### src/rtl/core/kmms_pkg.sv
// ----------------------------------------------------------------------------
// kmms_pkg
// shared types, codes and defaults of the keyed min/max/sum aggregator
// ----------------------------------------------------------------------------
package kmms_pkg;

    localparam int TABLE_SLOTS_DEF    = 16384;
    localparam int MAX_ENTRIES_DEF    = 8192;
    localparam int KEY_BYTES_DEF      = 128;
    localparam int MAX_LINE_BYTES_DEF = 256;
    localparam int QUEUE_DEPTH_DEF    = 2;

    localparam int KLEN_W    = 9;
    localparam int VAL_W     = 11;
    localparam int SUM_W     = 48;
    localparam int CNT_W     = 32;
    localparam int IDX_W     = 13;
    localparam int WSEL_W    = 4;
    localparam int KWORD_W   = 64;
    localparam int TOTAL_W   = 14;
    localparam int HASH_W    = 32;

    localparam logic [7:0] CHAR_NL    = 8'h0A;
    localparam logic [7:0] CHAR_SEMI  = 8'h3B;
    localparam logic [7:0] CHAR_MINUS = 8'h2D;
    localparam logic [7:0] CHAR_DOT   = 8'h2E;
    localparam logic [7:0] CHAR_ZERO  = 8'h30;
    localparam logic [7:0] CHAR_NINE  = 8'h39;
    localparam logic [HASH_W-1:0] HASH_MULT = 32'd31;

    localparam logic CMD_STREAM = 1'b0;
    localparam logic CMD_READ   = 1'b1;
    localparam logic KIND_LINE  = 1'b0;
    localparam logic KIND_READ  = 1'b1;

    typedef enum logic [2:0] {
        ST_OK,
        ST_FULL,
        ST_LONG,
        ST_BADNUM,
        ST_UNUSED
    } status_t;

    typedef enum logic [2:0] {
        PH_NAME,
        PH_SIGN,
        PH_NEG,
        PH_INT,
        PH_DOT,
        PH_FRAC
    } phase_t;

    typedef enum logic [3:0] {
        B_CLEAR,
        B_IDLE,
        B_RD_WAIT,
        B_MOD,
        B_SLOT_RD,
        B_SLOT_CHK,
        B_LEN_CHK,
        B_KEY_CHK,
        B_STAT,
        B_COPY,
        B_EMIT
    } back_state_t;

    typedef struct packed {
        logic                    is_read;
        status_t                 status;
        logic [HASH_W-1:0]       hash;
        logic signed [VAL_W-1:0] value;
        logic [KLEN_W-1:0]       klen;
        logic [KWORD_W-1:0]      word0;
        logic [IDX_W-1:0]        read_index;
        logic [WSEL_W-1:0]       read_word;
    } job_t;

    typedef struct packed {
        logic signed [VAL_W-1:0] mn;
        logic signed [VAL_W-1:0] mx;
        logic signed [SUM_W-1:0] sum;
        logic [CNT_W-1:0]        cnt;
    } stat_t;

    typedef struct packed {
        logic               kind;
        logic [IDX_W-1:0]   entry_index;
        logic               is_new;
        status_t            status;
        logic [KWORD_W-1:0] key_word;
        logic [7:0]         key_length;
        stat_t              stat;
        logic [TOTAL_W-1:0] total;
    } result_t;

    typedef struct packed {
        logic clearing;
        logic release_key;
    } back_status_t;

endpackage

### src/rtl/core/kmms_queue.sv
// ----------------------------------------------------------------------------
// kmms_queue
// short job queue between the parser and the table engine
// ----------------------------------------------------------------------------
module kmms_queue #(
    parameter int DEPTH = kmms_pkg::QUEUE_DEPTH_DEF,
    localparam int PW = (DEPTH > 1) ? $clog2(DEPTH) : 1,
    localparam int CW = $clog2(DEPTH + 1)
) (
    input  logic           clk,
    input  logic           rst_n,
    input  logic           push,
    input  kmms_pkg::job_t push_job,
    input  logic           pop,
    output kmms_pkg::job_t head,
    output logic           full,
    output logic           empty
);
    import kmms_pkg::*;

    job_t          entry_reg [DEPTH];
    logic [PW-1:0] wr_reg, wr_next;
    logic [PW-1:0] rd_reg, rd_next;
    logic [CW-1:0] count_reg, count_next;

    assign full  = (count_reg == CW'(DEPTH));
    assign empty = (count_reg == '0);
    assign head  = entry_reg[rd_reg];

    always_comb
    begin
        wr_next    = wr_reg;
        rd_next    = rd_reg;
        count_next = count_reg;
        if (push)
        begin
            wr_next = (wr_reg == PW'(DEPTH - 1)) ? '0 : wr_reg + PW'(1);
        end
        if (pop)
        begin
            rd_next = (rd_reg == PW'(DEPTH - 1)) ? '0 : rd_reg + PW'(1);
        end
        if (push && !pop)
        begin
            count_next = count_reg + CW'(1);
        end
        else if (pop && !push)
        begin
            count_next = count_reg - CW'(1);
        end
    end

    always_ff @(posedge clk or negedge rst_n)
    begin
        if (!rst_n)
        begin
            wr_reg    <= '0;
            rd_reg    <= '0;
            count_reg <= '0;
        end
        else
        begin
            wr_reg    <= wr_next;
            rd_reg    <= rd_next;
            count_reg <= count_next;
        end
    end

    always_ff @(posedge clk)
    begin
        if (push)
        begin
            entry_reg[wr_reg] <= push_job;
        end
    end

endmodule

### config.mk
export PLATFORM = sky130hd
export DESIGN_NAME = kmms_queue
export DESIGN_NICKNAME = d
export VERILOG_FILES = /design/src/rtl/core/kmms_pkg.sv /design/src/rtl/core/kmms_queue.sv
export SDC_FILE = /design/constraint.sdc
export NUM_CORES = 1
export LEC_CHECK = 0
export BUFFER_PORTS_ARGS = -buffer_cell sky130_fd_sc_hd__buf_2
export CORE_ASPECT_RATIO = 1.2
export CORE_MARGIN = 10
export CORE_UTILIZATION = 40
export DETAILED_ROUTE_END_ITERATION = 8
export PLACE_DENSITY = 0.64
export SETUP_SLACK_MARGIN = 0.02
export SYNTH_ARGS = -nofsm -noshare
export SYNTH_HDL_FRONTEND = slang
export SYNTH_SLANG_ARGS = --single-unit
### constraint.sdc
create_clock -name clk -period 11.51 [get_ports clk]
set_input_delay 1.151 -clock clk [delete_from_list [all_inputs] [get_ports clk]]
set_output_delay 1.151 -clock clk [all_outputs]
set_load 0.02 [all_outputs]
==> impl_results.md <==
- Status: finished clean
- Hold buffers post-CTS: 0
- Fmax: 0.2362 GHz
- Site Rows: between 60 and 70
- Reg2reg path depth: 2
- Layout cells sized above 1: 0.6018
- Synthesized cell area: 10,120 um^2
- Synth Instances: 442
- Total grt overflow: 0
- WL/cell: 19.90 um
- H-tree levels: 1
- CORE AREA: approximately 25,000 um^2
- Dpl cell area: 11,800 um^2
- Fill cells: around 2,100
- Total wire length: 21.65 mm
- Die X: ~170 um
- Gr usage total: 0.1284
- Leakage: 4.750 nW
- CTS tree: yes
- Chip height: 194.2 um
- Non-Filler Instances: roughly 1,100
- First-pass GRT wire length: ~32 mm
- NumNets Final: 882
- Max-slew violation total from the final report: 0
- Die Footprint: about 32,000 um^2
- Synth Area in Simple Gates: 0.002596
- Area occupied by multi-input gates: ~1600 um^2
- Vias in the first global route: 5,833
- CP Capture Type: output port
- Clock sinks: 278
- RSZ-0062 raised after global routing: no
- Netlist cell types: 12
- Max-cap violations: 0
- Maximum fanout along the worst path: 72
- Setup TNS: 0 ps
- Crit path largest cell delay: between 1000 and 1500 ps
- Pwr/cell area: 258.3 nW/um^2
- Sequential fraction of the synthesis area: 0.8229
- Endpoints failing setup: 0
- Crit path buf inv count: 2
- Ports: 280
- Area Growth Syn to Fin: 25.43%
- Top delay family on crit path: flip-flops
- Final hold vios: 0
- Routability cong.: 0.7535
- Post-synthesis xor/xnor area fraction: 0.004327
- CP max-delay cell: dfrtp_4
- Vias per cell: 4.758
- # port buffers: 279
- Iteration-0 DRC Markers: 225
- Postcts setup bufs: 0
- WP data arrival: just over 3000 ps
- CTS buffer count: 28
- Final antenna-violating net count: 0
- Synth Net Count: between 500 and 600
- Worst path depth: 3
- VDD IR max: 0.1601 mV
- Type of the worst setup path: flop to output port
- Cts repair resizes: 0
- Synth Area in Adders: 0.001236
- DR pass1 iterations: 4
- FF+latch area: 8332 um^2
- Worst-path clk slew: ~60 ps
- Clk Latency, worst-skew pair: 540 ps
- Register bit total from synthesis: 278
- Post-place setup slack: slightly below 8000 ps
- Initial Util: 0.4076
- CP Launch Type: flop
- Final worst path period share: 0.3678
- Setup WS post-layout: 7276 ps
- Fin crit period: 4234 ps
- Max reg flops: between 200 and 300
- Post-route design area: 12,690 um^2
- Ys Warns: 0
- Worst path cell trace: buf_4 -> mux2_2 -> buf_2
- Maximum clock insertion buffer count: 3
- CTS root buf: clkbuf_16
- Initial antenna violation count: 3
- Worst hold slack: 407.2 ps
- Post-synthesis mux area share: 0.1524
- Setup Skew: approximately 23 ps
- Slew @ Worst Pin: 1075 ps
- Vias: 5,177
- Final HPWL DP: 15.19 mm
- Post-route DRC: 0
- Synth Area in Compound Gates: 0
- Placed Cells: 1,035
- Largest family of logic cells by synthesized area: multiplexers
- Syn_area_per_cell: 22.90 um^2
- Slew HR: 0.2834
- Required time worst endpoint: between 10,000 and 15,000 ps
- Largest net degree at the start of global routing: 76
- Hold crit path type: input pin to asynchronous set/reset pin
==> metrics by stage <==
step / power, mW / utilization
2_1_floorplan: 2.178 / -
3_3_place_gp: 2.441 / 0.4754
3_5_place_dp: 2.462 / 0.4754
4_1_cts: 3.337 / 0.5110
5_1_grt: 3.441 / 0.5112
6_report: 3.279 / 0.5112
==> layer usage <==
| layer | vias up | GRT usage | share of wire |
|---|---|---|---|
| met3 | 34 | 0.04715 | 0.10 |
| met4 | 0 | 0.03897 | 0.021 |
| li1 | 2362 | - | - |
| met5 | - | 0 | 0 |
| met1 | 2584 | 0.1404 | 0.36 |
| met2 | 197 | 0.2246 | 0.52 |
==> cell usage after synthesis <==
master	number	area share
inv_1	1	0.00037
nor2b_1	2	0.0012
buf_2	1	0.00049
nor2_1	2	0.00074
xor2_1	4	0.0035
ha_1	1	0.0012
mux2_2	137	0.15
xnor2_1	1	0.00087
dfrtp_1	4	0.0099
buf_6	14	0.016
edfxtp_1	274	0.81
and2_1	1	0.00062
==> report_power, final <==
| part | switching [mW] | total (mW) | internal, mW | leakage (nW) |
|---|---|---|---|---|
| Combinational | 0.595 | 0.980 | 0.385 | 1.71 |
| Clock | 0.349 | 0.862 | 0.513 | 0.424 |
| Sequential | 0.0900 | 1.44 | 1.35 | 2.62 |
==> cells in the final DEF, fill, tap and decap left out <==
| cell | instances |
|---|---|
| nor2b_4 | 1 |
| nor2b_1 | 1 |
| dfrtp_4 | 1 |
| clkbuf_1 | 8 |
| and2_4 | 1 |
| ha_1 | 1 |
| nor2_1 | 2 |
| edfxtp_1 | 274 |
| xnor2_1 | 1 |
| mux2_2 | 137 |
| dfrtp_1 | 3 |
| xor2_1 | 4 |
| buf_4 | 4 |
| inv_1 | 1 |
| clkinv_8 | 1 |
| clkinv_1 | 8 |
| clkbuf_16 | 28 |
| diode_2 | 2 |
| clkinv_2 | 2 |
| clkinvlp_4 | 1 |
| buf_2 | 279 |
| bufinv_16 | 3 |
==> cells by family after synthesis <==
family	count (synthesis)
simple gates	5
buf+inv	16
mux	137
xor+xnor	5
fa+ha+maj	1
flops	278
==> path summary, 6_finish.rpt <==
check	startpoint	endpoint	slack, ps
setup / recovery	rd_reg$_DFFE_PN0P_	head[66]	7280
hold / removal	rst_n	count_reg[0]$_DFFE_PN0P_	410
setup reg to reg	wr_reg$_DFFE_PN0P_	entry_reg[1][69]$_DFFE_PP_	8910
hold reg to reg	count_reg[1]$_DFFE_PN0P_	count_reg[1]$_DFFE_PN0P_	520
max in group asynchronous	rst_n	rd_reg$_DFFE_PN0P_	10970
min in group clk	count_reg[1]$_DFFE_PN0P_	count_reg[1]$_DFFE_PN0P_	520
==> worst register-to-register path, delay by kind of cell (launching register included) <==
kind          cells  cell delay [ps]
flops             1              430
simple gates      1              790
buf+inv           1              890
==> cell type report <==
| type | count | area share |
|---|---|---|
| antenna | 2 | 0.0003943 |
| clock buffer | 36 | 0.05757 |
| clock inverter | 15 | 0.01212 |
| inverter | 1 | 0.0002957 |
| multi-input combinational | 148 | 0.1288 |
| sequential | 278 | 0.6564 |
| tap | 325 | 0.03204 |
| timing repair buffer | 283 | 0.1124 |
(Power assumes the default switching activity.)
