[src/rtl/core/kmms_pkg.sv]
// ----------------------------------------------------------------------------
// kmms_pkg
// shared types, codes and defaults of the keyed min/max/sum aggregator
// ----------------------------------------------------------------------------
package kmms_pkg;

    localparam int TABLE_SLOTS_DEF    = 16384;
    localparam int MAX_ENTRIES_DEF    = 8192;
    localparam int KEY_BYTES_DEF      = 128;
    localparam int MAX_LINE_BYTES_DEF = 256;
    localparam int QUEUE_DEPTH_DEF    = 2;

    localparam int KLEN_W    = 9;
    localparam int VAL_W     = 11;
    localparam int SUM_W     = 48;
    localparam int CNT_W     = 32;
    localparam int IDX_W     = 13;
    localparam int WSEL_W    = 4;
    localparam int KWORD_W   = 64;
    localparam int TOTAL_W   = 14;
    localparam int HASH_W    = 32;

    localparam logic [7:0] CHAR_NL    = 8'h0A;
    localparam logic [7:0] CHAR_SEMI  = 8'h3B;
    localparam logic [7:0] CHAR_MINUS = 8'h2D;
    localparam logic [7:0] CHAR_DOT   = 8'h2E;
    localparam logic [7:0] CHAR_ZERO  = 8'h30;
    localparam logic [7:0] CHAR_NINE  = 8'h39;
    localparam logic [HASH_W-1:0] HASH_MULT = 32'd31;

    localparam logic CMD_STREAM = 1'b0;
    localparam logic CMD_READ   = 1'b1;
    localparam logic KIND_LINE  = 1'b0;
    localparam logic KIND_READ  = 1'b1;

    typedef enum logic [2:0] {
        ST_OK,
        ST_FULL,
        ST_LONG,
        ST_BADNUM,
        ST_UNUSED
    } status_t;

    typedef enum logic [2:0] {
        PH_NAME,
        PH_SIGN,
        PH_NEG,
        PH_INT,
        PH_DOT,
        PH_FRAC
    } phase_t;

    typedef enum logic [3:0] {
        B_CLEAR,
        B_IDLE,
        B_RD_WAIT,
        B_MOD,
        B_SLOT_RD,
        B_SLOT_CHK,
        B_LEN_CHK,
        B_KEY_CHK,
        B_STAT,
        B_COPY,
        B_EMIT
    } back_state_t;

    typedef struct packed {
        logic                    is_read;
        status_t                 status;
        logic [HASH_W-1:0]       hash;
        logic signed [VAL_W-1:0] value;
        logic [KLEN_W-1:0]       klen;
        logic [KWORD_W-1:0]      word0;
        logic [IDX_W-1:0]        read_index;
        logic [WSEL_W-1:0]       read_word;
    } job_t;

    typedef struct packed {
        logic signed [VAL_W-1:0] mn;
        logic signed [VAL_W-1:0] mx;
        logic signed [SUM_W-1:0] sum;
        logic [CNT_W-1:0]        cnt;
    } stat_t;

    typedef struct packed {
        logic               kind;
        logic [IDX_W-1:0]   entry_index;
        logic               is_new;
        status_t            status;
        logic [KWORD_W-1:0] key_word;
        logic [7:0]         key_length;
        stat_t              stat;
        logic [TOTAL_W-1:0] total;
    } result_t;

    typedef struct packed {
        logic clearing;
        logic release_key;
    } back_status_t;

endpackage

[src/rtl/core/kmms_front.sv]
// ----------------------------------------------------------------------------
// kmms_front
// line parser: key buffer, running hash, value parse, job dispatch
// ----------------------------------------------------------------------------
module kmms_front #(
    parameter int KEY_BYTES      = kmms_pkg::KEY_BYTES_DEF,
    parameter int MAX_LINE_BYTES = kmms_pkg::MAX_LINE_BYTES_DEF,
    localparam int KEY_WORDS = (KEY_BYTES + 7) / 8,
    localparam int WW = (KEY_WORDS > 1) ? $clog2(KEY_WORDS) : 1
) (
    input  logic                           clk,
    input  logic                           rst_n,
    input  logic                           in_valid,
    output logic                           in_ready,
    input  logic                           in_cmd,
    input  logic [7:0]                     in_byte,
    input  logic [kmms_pkg::IDX_W-1:0]     in_read_index,
    input  logic [kmms_pkg::WSEL_W-1:0]    in_read_word,
    output logic                           push,
    output kmms_pkg::job_t                 job,
    input  logic                           q_full,
    input  kmms_pkg::back_status_t         bst,
    input  logic [WW-1:0]                  kbuf_index,
    output logic [kmms_pkg::KWORD_W-1:0]   kbuf_word
);
    import kmms_pkg::*;

    localparam int LW = $clog2(MAX_LINE_BYTES + 1);

    logic [KWORD_W-1:0] kbuf_reg [KEY_WORDS];
    logic [KWORD_W-1:0] kbuf_next [KEY_WORDS];
    logic [KLEN_W-1:0]  fill_reg, fill_next;
    logic [HASH_W-1:0]  hash_reg, hash_next;
    logic [9:0]         accum_reg, accum_next;
    phase_t             phase_reg, phase_next;
    logic [1:0]         digits_reg, digits_next;
    logic               neg_reg, neg_next;
    logic               bad_reg, bad_next;
    logic               long_reg, long_next;
    logic [LW-1:0]      len_reg, len_next;
    logic               lock_reg, lock_next;

    logic               accept;
    logic [LW-1:0]      len_inc;
    logic               is_digit;
    logic [9:0]         accum_mac;
    logic [VAL_W-1:0]   vmag;
    logic [WW-1:0]      widx;

    assign in_ready  = !bst.clearing && !q_full && ((in_cmd == CMD_READ) || !lock_reg);
    assign accept    = in_valid && in_ready;
    assign push      = accept && ((in_cmd == CMD_READ) || (in_byte == CHAR_NL));
    assign len_inc   = len_reg + LW'(1);
    assign is_digit  = (in_byte >= CHAR_ZERO) && (in_byte <= CHAR_NINE);
    assign accum_mac = 10'(accum_reg * 10'd10 + {6'b0, in_byte[3:0]});
    assign vmag      = (phase_reg == PH_INT) ? VAL_W'({1'b0, accum_reg} * 11'd10)
                                             : VAL_W'({1'b0, accum_reg});
    assign widx      = fill_reg[WW+2:3];
    assign kbuf_word = kbuf_reg[kbuf_index];

    always_comb
    begin
        job.is_read    = in_cmd;
        job.status     = long_reg ? ST_LONG
                       : (bad_reg || !((phase_reg == PH_INT) || (phase_reg == PH_FRAC)))
                       ? ST_BADNUM : ST_OK;
        job.hash       = hash_reg;
        job.value      = neg_reg ? -vmag : vmag;
        job.klen       = fill_reg;
        job.word0      = kbuf_reg[0];
        job.read_index = in_read_index;
        job.read_word  = in_read_word;
    end

    always_comb
    begin
        kbuf_next   = kbuf_reg;
        fill_next   = fill_reg;
        hash_next   = hash_reg;
        accum_next  = accum_reg;
        phase_next  = phase_reg;
        digits_next = digits_reg;
        neg_next    = neg_reg;
        bad_next    = bad_reg;
        long_next   = long_reg;
        len_next    = len_reg;
        lock_next   = lock_reg;
        if (bst.release_key)
        begin
            for (int w = 0; w < KEY_WORDS; w++)
            begin
                kbuf_next[w] = '0;
            end
            lock_next = 1'b0;
        end
        if (accept && (in_cmd == CMD_STREAM))
        begin
            if (in_byte == CHAR_NL)
            begin
                fill_next   = '0;
                hash_next   = '0;
                accum_next  = '0;
                phase_next  = PH_NAME;
                digits_next = '0;
                neg_next    = 1'b0;
                bad_next    = 1'b0;
                long_next   = 1'b0;
                len_next    = '0;
                lock_next   = 1'b1;
            end
            else if (!long_reg)
            begin
                len_next = len_inc;
                if (len_inc > LW'(MAX_LINE_BYTES - 1))
                begin
                    long_next = 1'b1;
                end
                else if (phase_reg == PH_NAME)
                begin
                    if (in_byte == CHAR_SEMI)
                    begin
                        phase_next = PH_SIGN;
                    end
                    else if (fill_reg >= KLEN_W'(KEY_BYTES))
                    begin
                        long_next = 1'b1;
                    end
                    else
                    begin
                        kbuf_next[widx][{fill_reg[2:0], 3'b000} +: 8] = in_byte;
                        fill_next = fill_reg + KLEN_W'(1);
                        hash_next = HASH_W'(hash_reg * HASH_MULT + {24'b0, in_byte});
                    end
                end
                else if ((phase_reg == PH_SIGN) && (in_byte == CHAR_MINUS))
                begin
                    neg_next   = 1'b1;
                    phase_next = PH_NEG;
                end
                else if ((phase_reg == PH_SIGN) || (phase_reg == PH_NEG)
                         || (phase_reg == PH_INT))
                begin
                    if (is_digit && (digits_reg < 2'd2))
                    begin
                        accum_next  = accum_mac;
                        digits_next = digits_reg + 2'd1;
                        phase_next  = PH_INT;
                    end
                    else if ((in_byte == CHAR_DOT) && (phase_reg == PH_INT))
                    begin
                        phase_next = PH_DOT;
                    end
                    else
                    begin
                        bad_next = 1'b1;
                    end
                end
                else if ((phase_reg == PH_DOT) && is_digit)
                begin
                    accum_next = accum_mac;
                    phase_next = PH_FRAC;
                end
                else
                begin
                    bad_next = 1'b1;
                end
            end
        end
    end

    always_ff @(posedge clk or negedge rst_n)
    begin
        if (!rst_n)
        begin
            for (int w = 0; w < KEY_WORDS; w++)
            begin
                kbuf_reg[w] <= '0;
            end
            fill_reg   <= '0;
            hash_reg   <= '0;
            accum_reg  <= '0;
            phase_reg  <= PH_NAME;
            digits_reg <= '0;
            neg_reg    <= 1'b0;
            bad_reg    <= 1'b0;
            long_reg   <= 1'b0;
            len_reg    <= '0;
            lock_reg   <= 1'b0;
        end
        else
        begin
            kbuf_reg   <= kbuf_next;
            fill_reg   <= fill_next;
            hash_reg   <= hash_next;
            accum_reg  <= accum_next;
            phase_reg  <= phase_next;
            digits_reg <= digits_next;
            neg_reg    <= neg_next;
            bad_reg    <= bad_next;
            long_reg   <= long_next;
            len_reg    <= len_next;
            lock_reg   <= lock_next;
        end
    end

endmodule

[config.mk]
export PLATFORM = sky130hd
export DESIGN_NAME = kmms_front
export DESIGN_NICKNAME = d
export VERILOG_FILES = /design/src/rtl/core/kmms_pkg.sv /design/src/rtl/core/kmms_front.sv
export SDC_FILE = /design/constraint.sdc
export NUM_CORES = 2
export LEC_CHECK = 0
export BUFFER_PORTS_ARGS = -buffer_cell sky130_fd_sc_hd__clkbuf_2
export CAP_MARGIN = 20
export CORE_MARGIN = 8
export CORE_UTILIZATION = 40
export CTS_CLUSTER_SIZE = 8
export DETAILED_ROUTE_END_ITERATION = 10
export HOLD_SLACK_MARGIN = 0.12
export PLACE_DENSITY = 0.6
export SYNTH_ARGS = -nofsm -noshare
export SYNTH_HDL_FRONTEND = slang
export SYNTH_SLANG_ARGS = --single-unit
[constraint.sdc]
create_clock -name clk -period 10.8 [get_ports clk]
set_input_delay 1.62 -clock clk [delete_from_list [all_inputs] [get_ports clk]]
set_output_delay 1.62 -clock clk [all_outputs]
set_load 0.02 [all_outputs]
==> run metrics <==
RSZ-0062 raised after global routing no; RR Endpoint hash_reg[31]$_DFFE_PN0P_; Critical Path End Type primary output; Mapped Area 60160 sq um; Design Area, Final 66650 sq um; GRT overflow 0; final hold slack 503.0 ps; Worst-path clk slew 50 ps; static leakage 32.47 nW; Synth Net Count 5151; post-synthesis sequential area ratio 45.46%; Worst Skew 36.49 ps; final core occ 44.55%; max_cap viols 0; Synth Register Bits 1093; antenna-violating nets left 0; worst path required time 9180 ps; Yosys warnings 0; pwr/cell area 134.4 nW/um^2; row cnt 142; CP Data Arrival Time 4730 ps; Root Buffer clkbuf_16; max-slew violations 0; DR WL/cell 24.45 um; vias in the first global route 39847; Post-CTS Setup Repair Bufs 0; crit share post-route 58.81%; share of cells above drive strength 1 23.70%; largest net degree at the start of global routing 249; initial antenna violation count 2; Post-synth EDFFs 0; num ports 239; WL final 170.1 mm; first-pass GRT wire length 261.6 mm; initial DRC count 3103; most frequent cells in the layout 1092 x dfrtp_1, 471 x nand2b_1, 445 x mux2i_1, 336 x o21ai_0, 320 x mux4_2; hold buffer count at cts 0; critical path startpoint kbuf_index[1]; vias per std cell 5.527; Async S/R FF share, synth 100.0%; first-pass iteration count of the detailed router 5; Synth Flop Type dfrtp_1; Worst Setup EP kbuf_word[32]; Largest register FFs 960; Num CTS Buffers 155; htree depth 4; Core ar. 149600 sq um; Fillers 13708; Synth Instances 4943; full die area 163100 sq um; CTS Sinks 1093; slew margin rel. 19.66%; worst skew pair latency 810 ps; Synth cell types 64; Final HPWL DP 107.4 mm; GRT Overall Usage 20.70%; chip height 403.8 um; Reg2Reg Depth 16; maximum clock path buffer count 3; CP max stage cell buf_4; slowest stage delay, CP 900 ps; starting density of the core 40.22%; final hold vios 0; RR Startpoint hash_reg[3]$_DFFE_PN0P_; Final GP Congestion 0.7945; fin nets 5126; die width 403.8 um; mean post-synth cell area 12.17 sq um; worst-path fanout max 103; most repeated library cell on the critical path mux4_2; Via Count 38440; outcome complete, no violations; Hold WC Path Type flip-flop to flip-flop; Startpoint Class primary input; TNS Setup 0 ps; drt drc 0; PostCTS Resize Cnt 0; area post-placement 62360 sq um; commonest non-fill, non-tap cell in the layout dfrtp_1; Setup CP Type primary input to primary output; worst-margin pin slew 1205 ps; layout overhead on the synthesized area 10.78%; CTS tree built; final setup fails 0; reg2reg setup slack 5980 ps; VDD IR max 156.3 uV; Max Clk Rate 0.1575 GHz; PortBufs 203; fin crit period 6351 ps; CP cell instances buf_8 > buf_4 > mux4_2 > mux4_2 > clkbuf_2
## final cells by class
class	instances	area (sq um)	area share [%]
antenna	3	7.507	0.01126
clock buffer	159	3915	5.874
clock inverter	16	344.1	0.5163
inverter	159	599.3	0.8993
multi-input combinational	3246	30260	45.40
sequential	1093	27350	41.04
tap	2016	2522	3.785
timing repair buffer	263	1649	2.474
## metrics by stage
stage	power (mW)	std cells	setup slack [ps]
finish	8.956	6955	4449
global route	9.256	6952	4415
CTS	9.080	6951	4539
detailed placement	4.560	6776	4517
global placement	4.560	6776	4438
floorplan	4.393	4943	5060
## synth_stat cells (59+ instances only)
cell type,n,share of area [%]
inv_1,158,0.99
o21ai_0,336,2.8
mux2_2,297,5.6
buf_4,88,1.1
nor2_1,69,0.43
nand2_2,59,0.61
nand3b_1,257,3.2
mux2i_1,445,7.4
mux4_2,320,12
clkbuf_1,283,1.8
nor2b_1,319,3.3
nand2b_1,471,4.9
dfrtp_1,1093,45
ha_1,84,1.7
nand2_1,142,0.89
fa_1,88,2.9
## per-layer routing
| metal | global-route usage [%] | part of all wire [%] | vias to the layer above |
|---|---|---|---|
| li1 | - | - | 17130 |
| met1 | 29.62 | 46 | 20168 |
| met2 | 32.22 | 46 | 884 |
| met3 | 3.640 | 4.8 | 258 |
| met4 | 6.398 | 3.0 | 0 |
| met5 | 0 | 0 | - |
## worst min path at each step
stage,start,end,slack (ps),cells after the start
final,kbuf_reg[366]$_DFF_PN0_,kbuf_reg[366]$_DFF_PN0_,500,2
after global routing,kbuf_reg[175]$_DFF_PN0_,kbuf_reg[175]$_DFF_PN0_,530,2
after CTS,kbuf_reg[366]$_DFF_PN0_,kbuf_reg[366]$_DFF_PN0_,510,2
after detailed placement,kbuf_reg[638]$_DFF_PN0_,kbuf_reg[638]$_DFF_PN0_,490,2
after global placement,kbuf_reg[763]$_DFF_PN0_,kbuf_reg[763]$_DFF_PN0_,490,2
after floorplan,digits_reg[1]$_DFFE_PN0P_,digits_reg[1]$_DFFE_PN0P_,460,2
## worst max-delay path: cells and delay by family
kind / cells / cell delay (ps)
multiplexers: 2 / 1070
buffers and inverters: 3 / 1800
## power by group
part	total [mW]	switching, mW	internal (mW)
Sequential	4.10	0.000648	4.10
Clock	4.47	1.85	2.62
Combinational	0.380	0.271	0.109
## kinds of logic (layout without fill, tap and decap cells)
| family | after synthesis | in the layout | synth area share [%] |
|---|---|---|---|
| flops | 1093 | 1093 | 45.46 |
| xor+xnor | 63 | 63 | 0.9172 |
| simple gates | 1457 | 1457 | 14.88 |
| compound gates | 476 | 476 | 4.422 |
| other cells | 1 | 4 | 0.006233 |
| buf+inv | 604 | 597 | 4.415 |
| mux | 1077 | 1077 | 25.22 |
| fa+ha+maj | 172 | 172 | 4.675 |
Power figures use the tool's default switching activity.
